## src/ubxfc_pkg.sv

```systemverilog
// Package for the UBX frame check and acknowledge block.
// Holds the channel payload structs, status codes and acknowledge frame constants.
// No dependencies.
package ubxfc_pkg;

  localparam logic [1:0] STATUS_GOOD  = 2'd0;
  localparam logic [1:0] STATUS_BAD   = 2'd1;
  localparam logic [1:0] STATUS_SHORT = 2'd2;

  localparam logic [7:0] SYNC_1    = 8'hB5;
  localparam logic [7:0] SYNC_2    = 8'h62;
  localparam logic [7:0] ACK_CLASS = 8'h05;
  localparam logic [7:0] ACK_ID    = 8'h01;

  localparam int unsigned ACK_LEN = 8;
  localparam logic [3:0] ACK_LEN_CAP = 4'd8;

  typedef struct packed {
    logic [7:0] msg_byte;
    logic       end_of_message;
  } in_item_t;

  typedef struct packed {
    logic [7:0] ack_byte;
    logic       byte_valid;
    logic [1:0] frame_status;
    logic       last_result;
  } out_item_t;

  // Frame outcome handed from the tracker to the emitter on the last byte.
  typedef struct packed {
    logic       valid;
    logic [1:0] status;
    logic [7:0] class_byte;
    logic [7:0] id_byte;
  } outcome_t;

endpackage

```

## src/ubx_frame_check_and_ack.sv

```systemverilog
// Top level of the UBX frame check and acknowledge block.
// Instantiates ubxfc_frame_track and ubxfc_ack_emit; uses ubxfc_pkg.
//
//   channel | direction | payload            | accepted when
//   --------+-----------+--------------------+--------------------------
//   in      | input     | in_item_t          | in_valid && in_ready
//   out     | output    | out_item_t         | out_valid && out_ready
//   cfg     | input     | reply_capacity [4] | cfg_valid && cfg_ready
//
// One input byte per cycle. Bytes that do not end a frame are always taken.
// The final byte of a frame is held off (in_ready low) only while the previous
// frame's results are still draining; its own results follow from the next cycle,
// one per unstalled cycle: 1 status result, or 1..8 ack bytes per reply_capacity.
// Reset (rst, synchronous) clears frame state, the result sequencer, and sets
// reply_capacity to 8. Output stalls hold the current result unchanged.
module ubx_frame_check_and_ack (
  input  logic                 clk,
  input  logic                 rst,
  input  logic                 in_valid,
  output logic                 in_ready,
  input  ubxfc_pkg::in_item_t  in_data,
  output logic                 out_valid,
  input  logic                 out_ready,
  output ubxfc_pkg::out_item_t out_data,
  input  logic                 cfg_valid,
  output logic                 cfg_ready,
  input  logic [3:0]           cfg_data
);

  logic [3:0]          capacity;
  logic                load_free;
  logic                in_fire;
  ubxfc_pkg::outcome_t outcome;

  // config register always writable; user must write only while idle, unchecked
  assign cfg_ready = 1'b1;

  always_ff @(posedge clk) begin
    if (rst) begin
      capacity <= ubxfc_pkg::ACK_LEN_CAP;
    end else if (cfg_valid && cfg_ready) begin
      capacity <= cfg_data;
    end
  end

  // only a frame-ending byte needs room in the result sequencer
  assign in_ready = !in_data.end_of_message || load_free;
  assign in_fire  = in_valid && in_ready;

  ubxfc_frame_track u_track (
    .clk     (clk),
    .rst     (rst),
    .fire    (in_fire),
    .in_item (in_data),
    .outcome (outcome)
  );

  ubxfc_ack_emit u_emit (
    .clk            (clk),
    .rst            (rst),
    .reply_capacity (capacity),
    .outcome        (outcome),
    .load_free      (load_free),
    .out_valid      (out_valid),
    .out_ready      (out_ready),
    .out_data       (out_data)
  );

  a_last_has_room: assert property (@(posedge clk) disable iff (rst)
    in_fire && in_data.end_of_message |=> out_valid)
    else $error("frame end accepted without a pending result");

endmodule

```

## src/ubxfc_frame_track.sv

```systemverilog
// Per-byte frame tracker: Fletcher-8 with two-byte delay, class/id capture,
// and trailing checksum compare. Depends on ubxfc_pkg.
module ubxfc_frame_track (
  input  logic                clk,
  input  logic                rst,
  input  logic                fire,
  input  ubxfc_pkg::in_item_t in_item,
  output ubxfc_pkg::outcome_t outcome
);

  logic [2:0] byte_position, byte_position_next;
  logic [7:0] sum_a, sum_a_next;
  logic [7:0] sum_b, sum_b_next;
  logic [7:0] previous_byte, previous_byte_next;
  logic [7:0] byte_before_previous, byte_before_previous_next;
  logic [7:0] class_byte, class_byte_next;
  logic [7:0] id_byte, id_byte_next;

  logic [7:0] sa_upd, sb_upd, cls_upd, id_upd;

  always_comb begin
    sa_upd  = sum_a;
    sb_upd  = sum_b;
    cls_upd = class_byte;
    id_upd  = id_byte;
    if (byte_position >= 3'd4) begin
      sa_upd = sum_a + byte_before_previous;
      sb_upd = sum_b + sa_upd;
    end
    if (byte_position == 3'd2) cls_upd = in_item.msg_byte;
    if (byte_position == 3'd3) id_upd  = in_item.msg_byte;

    outcome.valid      = fire && in_item.end_of_message;
    outcome.class_byte = cls_upd;
    outcome.id_byte    = id_upd;
    priority if (byte_position < 3'd3) begin
      outcome.status = ubxfc_pkg::STATUS_SHORT;
    end else if (previous_byte != sa_upd || in_item.msg_byte != sb_upd) begin
      outcome.status = ubxfc_pkg::STATUS_BAD;
    end else begin
      outcome.status = ubxfc_pkg::STATUS_GOOD;
    end

    byte_position_next        = byte_position;
    sum_a_next                = sum_a;
    sum_b_next                = sum_b;
    previous_byte_next        = previous_byte;
    byte_before_previous_next = byte_before_previous;
    class_byte_next           = class_byte;
    id_byte_next              = id_byte;
    if (fire) begin
      if (in_item.end_of_message) begin
        // frame done: start clean
        byte_position_next        = '0;
        sum_a_next                = '0;
        sum_b_next                = '0;
        previous_byte_next        = '0;
        byte_before_previous_next = '0;
        class_byte_next           = '0;
        id_byte_next              = '0;
      end else begin
        sum_a_next                = sa_upd;
        sum_b_next                = sb_upd;
        class_byte_next           = cls_upd;
        id_byte_next              = id_upd;
        byte_before_previous_next = previous_byte;
        previous_byte_next        = in_item.msg_byte;
        if (byte_position < 3'd4) byte_position_next = byte_position + 3'd1;
      end
    end
  end

  always_ff @(posedge clk) begin
    if (rst) begin
      byte_position        <= '0;
      sum_a                <= '0;
      sum_b                <= '0;
      previous_byte        <= '0;
      byte_before_previous <= '0;
      class_byte           <= '0;
      id_byte              <= '0;
    end else begin
      byte_position        <= byte_position_next;
      sum_a                <= sum_a_next;
      sum_b                <= sum_b_next;
      previous_byte        <= previous_byte_next;
      byte_before_previous <= byte_before_previous_next;
      class_byte           <= class_byte_next;
      id_byte              <= id_byte_next;
    end
  end

  a_pos_sat: assert property (@(posedge clk) disable iff (rst) byte_position <= 3'd4)
    else $error("byte_position beyond saturation");

  a_clear_after_last: assert property (@(posedge clk) disable iff (rst)
    fire && in_item.end_of_message |=> byte_position == 3'd0 && sum_a == 8'd0)
    else $error("frame state not cleared after last byte");

endmodule

```

## src/ubxfc_ack_emit.sv

```systemverilog
// Result sequencer: holds one frame outcome and plays out its results, one per
// transaction, from registers. Depends on ubxfc_pkg.
module ubxfc_ack_emit (
  input  logic                 clk,
  input  logic                 rst,
  input  logic [3:0]           reply_capacity,
  input  ubxfc_pkg::outcome_t  outcome,
  output logic                 load_free,
  output logic                 out_valid,
  input  logic                 out_ready,
  output ubxfc_pkg::out_item_t out_data
);

  logic       busy;
  logic [2:0] idx;
  logic [2:0] last_idx;
  logic       send_bytes;
  logic [1:0] status;
  logic [7:0] class_byte, id_byte, ck_a, ck_b;

  logic       take;
  logic       is_last;
  logic [3:0] cap_sat;
  logic [7:0] ck_a_new, ck_b_new;
  logic [7:0] cur_byte;

  assign is_last   = idx == last_idx;
  assign take      = busy && out_ready;
  assign load_free = !busy || (out_ready && is_last);
  assign out_valid = busy;

  assign cap_sat = (reply_capacity > ubxfc_pkg::ACK_LEN_CAP) ? ubxfc_pkg::ACK_LEN_CAP
                                                               : reply_capacity;

  // Fletcher-8 over 05 01 class id
  always_comb begin
    logic [7:0] a1, a2, a3, b1, b2, b3;
    a1 = ubxfc_pkg::ACK_CLASS;
    b1 = a1;
    a2 = a1 + ubxfc_pkg::ACK_ID;
    b2 = b1 + a2;
    a3 = a2 + outcome.class_byte;
    b3 = b2 + a3;
    ck_a_new = a3 + outcome.id_byte;
    ck_b_new = b3 + ck_a_new;
  end

  always_comb begin
    unique case (idx)
      3'd0:    cur_byte = ubxfc_pkg::SYNC_1;
      3'd1:    cur_byte = ubxfc_pkg::SYNC_2;
      3'd2:    cur_byte = ubxfc_pkg::ACK_CLASS;
      3'd3:    cur_byte = ubxfc_pkg::ACK_ID;
      3'd4:    cur_byte = class_byte;
      3'd5:    cur_byte = id_byte;
      3'd6:    cur_byte = ck_a;
      default: cur_byte = ck_b;
    endcase
    out_data.ack_byte     = send_bytes ? cur_byte : 8'd0;
    out_data.byte_valid   = send_bytes;
    out_data.frame_status = status;
    out_data.last_result  = is_last;
  end

  always_ff @(posedge clk) begin
    if (rst) begin
      busy <= 1'b0;
      idx  <= '0;
    end else if (outcome.valid && load_free) begin
      busy <= 1'b1;
      idx  <= '0;
    end else if (take) begin
      if (is_last) busy <= 1'b0;
      idx <= idx + 3'd1;
    end
  end

  // payload of the held outcome
  always_ff @(posedge clk) begin
    if (outcome.valid && load_free) begin
      status     <= outcome.status;
      class_byte <= outcome.class_byte;
      id_byte    <= outcome.id_byte;
      ck_a       <= ck_a_new;
      ck_b       <= ck_b_new;
      if (outcome.status == ubxfc_pkg::STATUS_GOOD && cap_sat != 4'd0) begin
        send_bytes <= 1'b1;
        last_idx   <= 3'(cap_sat - 4'd1);
      end else begin
        send_bytes <= 1'b0;
        last_idx   <= '0;
      end
    end
  end

  a_idx_range: assert property (@(posedge clk) disable iff (rst) busy |-> idx <= last_idx)
    else $error("result index past end of frame reply");

  a_status_only: assert property (@(posedge clk) disable iff (rst)
    busy && !send_bytes |-> last_idx == 3'd0)
    else $error("status-only reply longer than one result");

  a_bad_no_bytes: assert property (@(posedge clk) disable iff (rst)
    busy && status != ubxfc_pkg::STATUS_GOOD |-> !send_bytes)
    else $error("acknowledge bytes on a failed frame");

  a_no_overrun: assert property (@(posedge clk) disable iff (rst)
    busy && !out_ready |=> busy && $stable(idx))
    else $error("stalled result changed");

endmodule

```

## config.mk

```make
export PLATFORM = sky130hd
export DESIGN_NAME = ubx_frame_check_and_ack
export DESIGN_NICKNAME = d
export VERILOG_FILES = /design/src/ubxfc_pkg.sv /design/src/ubx_frame_check_and_ack.sv /design/src/ubxfc_frame_track.sv /design/src/ubxfc_ack_emit.sv
export SDC_FILE = /design/constraint.sdc
export NUM_CORES = 1
export LEC_CHECK = 0
export BUFFER_PORTS_ARGS = -buffer_cell sky130_fd_sc_hd__buf_2
export CAP_MARGIN = 20
export CORE_MARGIN = 2
export CORE_UTILIZATION = 60
export CTS_CLUSTER_SIZE = 40
export DETAILED_ROUTE_END_ITERATION = 16
export PLACE_DENSITY = 0.8
export SYNTH_ARGS = -nofsm -noshare
export SYNTH_HDL_FRONTEND = slang
export SYNTH_HIERARCHICAL = 1
export SYNTH_SLANG_ARGS = --single-unit
export TNS_END_PERCENT = 100
```

## constraint.sdc

```tcl
create_clock -name clk -period 12.15 [get_ports clk]
set_input_delay 1.215 -clock clk [delete_from_list [all_inputs] [get_ports clk]]
set_output_delay 1.215 -clock clk [all_outputs]
set_load 0.005 [all_outputs]
```

==> impl_metrics.csv, run 1 <==
group,metric,value,unit
outcome,status,"complete, no violations",
clock_network,cts_buffers,9,
pwr,internal_power,0.465,mW
pwr,power.density,96.1,mW/mm^2
synthesis,ys_ff_latch,97,
critical_path,cp_max_fo,8,
timing,rsz0062_at_grt,"no",
detailed_routing,ant_nets,0,
synthesis,synth.area.mux_share,0.0409,
critical_path,critPathKind,"flip-flop to flip-flop",
synthesis,synth_compound_area_frac,0.187,
critical_path,critPathLaunchType,"flip-flop",
synthesis,synthArstFlopShare,0,
final_layout,drive_gt1_frac,0.121,
pwr,sw_frac_of_total,0.256,
pwr,power_frac_comb,0.100,
clock_network,postCtsSetupBuffers,0,
pwr,irDropWorstVdd,0.0000692,V
pwr,seqPwrFrac,0.562,
detailed_routing,num_vias,4959,
clock_network,path_clk_slew,0.10,ns
synthesis,synth_edf_count,38,
global_route,grt_pass1_vias,4785,
synthesis,yosys_warnings,6,
synthesis,synth_cell_types,70,
placement,io_buffers,31,
timing,maxSlewViolCount,0,
detailed_routing,drtIter0Drc,466,
detailed_routing,wl,14.1,mm
global_route,grt_max_degree,60,
timing,tightest_slew,1.09,ns
pwr,p_switching,0.160,mW
synthesis,synth_xor_area_frac,0.0687,
floorplanning,die_h,105,microns
floorplanning,top_level_ports,33,
floorplanning,rows,36,
clock_network,root_buffer,"clkbuf_8",
synthesis,synth_cells,670,
clock_network,cts_hold_buf,0,
synthesis,synth_top_family_by_area,"compound AO/OA/AOI/OAI gates",
clock_network,post_cts_resized,0,
detailed_routing,wl_per_cell,17.2,microns
critical_path,crit_path_max_incr_delay,0.61,ns
final_layout,num_antenna_cells,0,
synthesis,yosysSeqAreaShare,0.380,
final_layout,syn2layout_area_growth,6.32,%
timing,hold_violations,0,
pwr,p_leak,2.63,nW
critical_path,endpoint_kind,"flip-flop",
detailed_routing,drc_errors,0,
synthesis,syn_nets,739,
critical_path,cp_common_cell,"ha_1",
run,cap_violations,0,
synthesis,synth_fa_ha_area_frac,0.109,
timing,post-route-min-period,4.87,ns
detailed_routing,drt-pass1-iter-count,5,
synthesis,yosys.area_share.simple,0.165,
timing,slew_headroom,0.270,
floorplanning,core-area,0.00982,sq mm
placement,gp_congestion,0.886,
global_route,grt_overflow_total,0,
timing,tns,0,ns
timing,setup_viol,0,
pwr,power_frac_clock,0.338,
timing,fmax,0.205,GHz
hold_path,min_path_type,"flip-flop to flip-flop",
final_layout,stdcell_count,818,
floorplanning,initial_core_util,0.623,
synthesis,synth_top_flop_cell,"dfxtp_1",
global_route,antenna_found_initial,0,
timing,fin_crit_sh,0.401,
synthesis,synth_area,0.00612,sq mm
clock_network,htreeDepth,3,
final_layout,final_nets,749,
global_route,grt_pass1_wl,23.4,mm
detailed_routing,drt-vias-per-instance,6.06,
critical_path,crit_chain,"inv_1 > ha_1 > nor2b_1 > mux2_2 > inv_1 > ha_1 > nor2_1 > xor2_1 > ha_1 > or4b_1 > nand4_1 > ha_1 > ha_1 > and3b_1 > a211oi_1 > o211ai_1 > xnor2_1",
placement,dp_hpwl,10.1,mm
clock_network,cts.path.max_buffers,2,
placement,placed_cells,801,
critical_path,crit_arrival,5.00,ns
global_route,track_usage,0.266,
floorplanning,dieArea,0.0110,sq mm
clock_network,cts.sinks,97,
final_layout,fin_util,0.662,
critical_path,worstPathRequired,12.28,ns
timing,fin_skew,0.0165,ns
clock_network,worst_skew_pair.late_latency,0.38,ns
synthesis,syn_avg_cell_area,9.13,sq um
clock_network,cts_tree,"done",
floorplanning,chipWidth,105,microns
critical_path,slowest_stage,"nor2b_1",
-- power groups by stage --
stage | clock (mW) | sequential, mW | combinational [mW]
3_3_place_gp | 0 | 0.359 | 0.0588
2_1_floorplan | 0 | 0.357 | 0.0438
5_1_grt | 0.226 | 0.353 | 0.0691
4_1_cts | 0.217 | 0.352 | 0.0608
6_report | 0.211 | 0.352 | 0.0626
3_5_place_dp | 0 | 0.359 | 0.0604
-- cells in the mapped netlist, types with 6 or more instances --
library cell  number  area [sq um]
nor2_1           102           383
dfxtp_1           59          1180
xor2_1            19           166
xnor2_1           29           254
ha_1              47           588
buf_2              6          30.0
nand2_1           35           131
inv_1             33           124
nand2b_1           6          37.5
a21oi_1           48           240
mux2i_1            7          70.1
edfxtp_1          38          1140
a22oi_1           32           240
a21boi_1           6          45.0
o211ai_1          10          75.1
o21ai_0           14          70.1
nor3_1            19          95.1
mux2_2            16           180
a21o_1             8          60.1
clkbuf_1          21          78.8
nor2b_1           15          93.8
-- flip-flops by register name (all words and copies together), names as in the netlist --
name,count
u_track/class_byte,8
u_track/sum_a,8
u_track/id_byte,8
u_emit/out_valid,1
capacity,4
u_emit/class_byte,8
u_emit/ck_a,8
u_emit/id_byte,8
u_emit/status,2
u_emit/ck_b,8
u_track/previous_byte,8
u_emit/last_idx,3
u_emit/send_bytes,1
u_emit/idx,3
u_track/byte_before_previous,8
u_track/sum_b,8
u_track/byte_position,3
-- final timing paths --
kind	from	to	slack, ns	cells past startpoint
worst max-delay path	u_track/byte_position[0]$_SDFFE_PP0P_	u_emit/ck_b[7]$_DFFE_PP_	7.28	17
worst min-delay path	u_track/byte_before_previous[0]$_SDFFE_PP0P_	u_track/byte_before_previous[0]$_SDFFE_PP0P_	0.51	2
worst max register to register	u_track/byte_position[0]$_SDFFE_PP0P_	u_emit/ck_b[7]$_DFFE_PP_	7.28	17
worst min register to register	u_track/byte_before_previous[0]$_SDFFE_PP0P_	u_track/byte_before_previous[0]$_SDFFE_PP0P_	0.51	2
-- layout make-up --
cell class	count	area (sq um)
well taps	133	166
clock inverters	6	67.6
flip-flops and latches	97	2320
repair buffers	34	190
inverters	37	139
fillers	788	3310
clock buffers	10	128
multi-input cells	501	3490
-- placed cells by master, fill, tap and decap left out, types with 4 or more instances in the layout --
cell	n
nor2_1	102
dfxtp_1	59
a21oi_1	48
ha_1	47
edfxtp_1	38
nand2_1	35
inv_1	33
a22oi_1	32
buf_2	31
xnor2_1	29
xor2_1	19
nor3_1	19
mux2_2	16
nor2b_1	15
o21ai_0	14
o211ai_1	10
clkbuf_8	9
a21o_1	8
mux2i_1	7
nand2b_1	6
a21boi_1	6
and2_1	5
o21ai_1	5
nand4_1	4
or3_1	4
a31oi_1	4
nand3_1	4
fa_1	4
-- metal layers --
metal | wire, microns | vias to the layer above | share of wire | GRT usage
met2 | 6400 | 189 | 0.46 | 0.419
met5 | 0 | - | 0 | 0
met3 | 879 | 19 | 0.063 | 0.0437
met4 | 242 | 0 | 0.017 | 0.0981
met1 | 6530 | 2347 | 0.46 | 0.370
li1 | - | 2404 | - | -
-- cells by family (layout without fill, tap and decap cells) --
kind of cell | after synthesis | count (layout)
multiplexers | 23 | 23
XOR/XNOR | 48 | 48
AO/OA/AOI/OAI | 164 | 164
flip-flops | 97 | 97
AND/OR/NAND/NOR | 214 | 214
buffers and inverters | 72 | 87
adder cells (fa/ha/maj) | 51 | 51
other | 1 | 1
-- worst max-delay path: cells and delay by family (launching register included) --
kind	cells	cell delay (ns)
AOI/OAI and AO/OA	2	0.38
muxes	1	0.47
adders and majority gates	5	1.36
xor gates and xnor gates	2	0.34
and+or+nand+nor	5	1.48
DFF	1	0.36
buffers and inverters	2	0.23
-- metrics by stage --
stage	area (sq um)	worst slack [ns]	power (mW)	hold slack (ns)
final	6500	7.28	0.625	0.510
after global routing	6500	6.99	0.648	0.535
after CTS	6480	7.36	0.629	0.513
after detailed placement	6290	7.33	0.420	0.488
after global placement	6290	7.49	0.418	0.479
after floorplan	6120	7.77	0.401	0.461
No activity file was read; power rests on OpenSTA's default activity.
==> run 2, diff against run 1 <==
Settings changed: ABC_AREA from default to 1, CORE_UTILIZATION 60 to 56, PLACE_DENSITY 0.8 to 0.79.
Clock period 12.15 ns to 4.1 ns, I/O delays scaled along.
==> impl_metrics.csv, run 2 <==
group,metric,value,unit
outcome,status,"complete, no violations",
detailed_routing,wl_per_cell,12.9,microns
global_route,grt_overflow_total,0,
timing,setup_viol,0,
synthesis,synth_area,0.00612,sq mm
timing,tightest_slew,0.958,ns
critical_path,critPathLaunchType,"flip-flop",
pwr,power.density,275,mW/mm^2
timing,tns,0,ns
critical_path,crit_path_max_incr_delay,0.37,ns
clock_network,worst_skew_pair.late_latency,0.37,ns
critical_path,reg2reg_depth,23,
timing,hold_violations,0,
synthesis,synth_area_leader_cell,"dfxtp_1",
detailed_routing,wl,12.9,mm
floorplanning,initial_core_util,0.570,
synthesis,synth.area.top_cells,"dfxtp_1 (19%), edfxtp_1 (19%), nand2_1 (16%)",
timing,fin_skew,0.0159,ns
clock_network,cts.path.max_buffers,2,
final_layout,final_cell_mix,"nand2_1 (266), inv_1 (94), a21oi_1 (83)",
synthesis,yosysMostFrequentCell,"nand2_1",
timing,rsz0062_at_grt,"no",
detailed_routing,drc_errors,0,
critical_path,worstPathRequired,4.24,ns
global_route,antenna_found_initial,0,
critical_path,path_buf_inv,4,
floorplanning,top_level_ports,33,
synthesis,synth_top_area_share,0.193,
final_layout,fin_util,0.619,
timing,slew_headroom,0.361,
floorplanning,rows,38,
global_route,grt_pass1_wl,21.7,mm
detailed_routing,ant_nets,0,
synthesis,synth_cells,829,
synthesis,synth_edf_count,38,
critical_path,cp_max_fo,7,
global_route,track_usage,0.234,
critical_path,r2r_slack,0.23,ns
global_route,grt_max_degree,55,
pwr,total_power,1.83,mW
final_layout,syn2layout_area_growth,8.56,%
clock_network,cts_buffers,9,
timing,post-route-min-period,3.87,ns
placement,dp_hpwl,9.58,mm
critical_path,critPathTopFamily,"adder cells",
placement,gp_congestion,0.897,
final_layout,drive_gt1_frac,0.108,
critical_path,reg2reg_to,"u_emit/ck_b[7]$_DFFE_PP_",
timing,maxSlewViolCount,0,
timing,fmax,0.258,GHz
hold_path,min_path_type,"primary input to flip-flop",
hold_path,min-delay-start,"cfg_data[3]",
synthesis,synth_top_flop_cell,"dfxtp_1",
clock_network,cts.sinks,97,
detailed_routing,drtIter0Drc,246,
clock_network,htreeDepth,3,
run,cap_violations,0,
synthesis,yosys-top-cells-count,"nand2_1 (266), inv_1 (95), a21oi_1 (83)",
synthesis,yosys_warnings,6,
synthesis,yosysSeqAreaShare,0.379,
pwr,p_leak,3.00,nW
clock_network,cts_tree,"done",
critical_path,slowest_stage,"dfxtp_2",
critical_path,cp_common_cell,"nand2_1",
synthesis,syn_avg_cell_area,7.39,sq um
synthesis,syn_nets,898,
hold_path,min_to,"capacity[3]$_SDFFE_PP1P_",
final_layout,final_nets,928,
floorplanning,core-area,0.0107,sq mm
timing,fin_crit_sh,0.945,
detailed_routing,num_vias,5203,
clock_network,path_clk_slew,0.09,ns
critical_path,endpoint_kind,"flip-flop",
final_layout,fillers,1010,
placement,io_buffers,31,
critical_path,crit_chain,"inv_1 > ha_1 > nand2_4 > nand2_1 > o21ai_2 > inv_2 > ha_1 > nand3b_1 > xor2_1 > ha_1 > nand2_1 > inv_1 > nand4_1 > nand3_1 > xor2_1 > ha_1 > ha_4 > nand2_1 > or2_2 > nand3b_1 > inv_1 > nand2_1 > nand2_1",
synthesis,synth_cell_types,42,
hold_path,min_path_cells,3,
pwr,irDropWorstVdd,0.000178,V
detailed_routing,drt-vias-per-instance,5.18,
final_layout,final_common_cell,"nand2_1",
floorplanning,chipWidth,109,microns
placement,place_area,0.00643,sq mm
synthesis,ys_ff_latch,97,
critical_path,critPathKind,"flip-flop to flip-flop",
clock_network,cts_hold_buf,0,
floorplanning,dieArea,0.0118,sq mm
synthesis,synthArstFlopShare,0,
final_layout,num_antenna_cells,0,
critical_path,r2r_start,"u_track/byte_position[0]$_SDFFE_PP0P_",
floorplanning,die_h,109,microns
clock_network,root_buffer,"clkbuf_8",
global_route,grt_pass1_vias,4806,
critical_path,crit_arrival,4.01,ns
final_layout,final_area,0.00665,sq mm
detailed_routing,drt-pass1-iter-count,5,
==> run 2: power by group <==
group	leakage [nW]	internal, mW	total [mW]	switching (mW)
logic	2.09	0.0610	0.175	0.114
clock network	0.0876	0.283	0.612	0.329
registers	0.826	1.03	1.04	0.0135
==> run 2: tightest hold or removal path: cells and delay by family <==
family	cells	cell delay, ns
buf+inv	1	0.08
simple gates	2	0.10
==> run 2: layout make-up <==
class / instances / area, sq um / share of cell area
clock inverter: 3 / 42.5 / 0.00640
multi-input combinational: 605 / 3320 / 0.500
sequential: 97 / 2320 / 0.350
inverter: 100 / 378 / 0.0568
timing repair buffer: 46 / 268 / 0.0403
tap: 140 / 175 / 0.0264
clock buffer: 13 / 139 / 0.0209
==> run 2: cells by family (layout without fill, tap and decap cells) <==
logic type      count (synthesis)  in the layout  share of synthesized area
xor+xnor                       25             25                     0.0358
fa+ha+maj                      51             51                      0.109
compound gates                113            113                     0.0989
flops                          97             97                      0.379
buf+inv                       127            162                     0.0846
mux                             1              1                    0.00184
simple gates                  414            414                      0.290
other cells                     1              1                   0.000612
==> run 2: metrics by stage <==
stage                     cells  hold slack [ns]  setup WS, ns
after floorplan             829            0.445         0.123
after global placement      988            0.454         0.192
after detailed placement    988            0.456        0.0514
after CTS                  1004            0.230        0.0449
after global routing       1004            0.237       0.00241
final                      1004            0.247         0.225
==> run 2: how the worst max path moves through the flow <==
| stage | start | endpoint | slack, ns | depth (start not counted) |
|---|---|---|---|---|
| 2_1_floorplan | u_track/byte_position[2]$_SDFFE_PP0P_ | u_emit/ck_b[7]$_DFFE_PP_ | 0.12 | 25 |
| 3_3_place_gp | u_track/byte_position[0]$_SDFFE_PP0P_ | u_emit/ck_b[7]$_DFFE_PP_ | 0.19 | 22 |
| 3_5_place_dp | u_track/byte_position[0]$_SDFFE_PP0P_ | u_emit/ck_b[7]$_DFFE_PP_ | 0.05 | 23 |
| 4_1_cts | u_track/byte_position[0]$_SDFFE_PP0P_ | u_emit/ck_b[7]$_DFFE_PP_ | 0.04 | 22 |
| 5_1_grt | u_track/byte_position[0]$_SDFFE_PP0P_ | u_emit/ck_b[7]$_DFFE_PP_ | 0.002 | 22 |
| 6_report | u_track/byte_position[0]$_SDFFE_PP0P_ | u_emit/ck_b[7]$_DFFE_PP_ | 0.23 | 23 |
==> run 2: timing repair <==
item                                    CTS  global route
endpoints found under the setup margin    0             4
gates resized for setup                   0            12
setup buffers                             0             0
==> run 2: per-layer routing <==
metal  part of all wire  up-vias  wire, microns  global-route usage
met2               0.47      108           6040               0.384
li1                   -     2729              -                   -
met3              0.046       12            600              0.0398
met1               0.47     2354           6100               0.309
met5                  0        -              0                   0
met4              0.014        0            180              0.0861
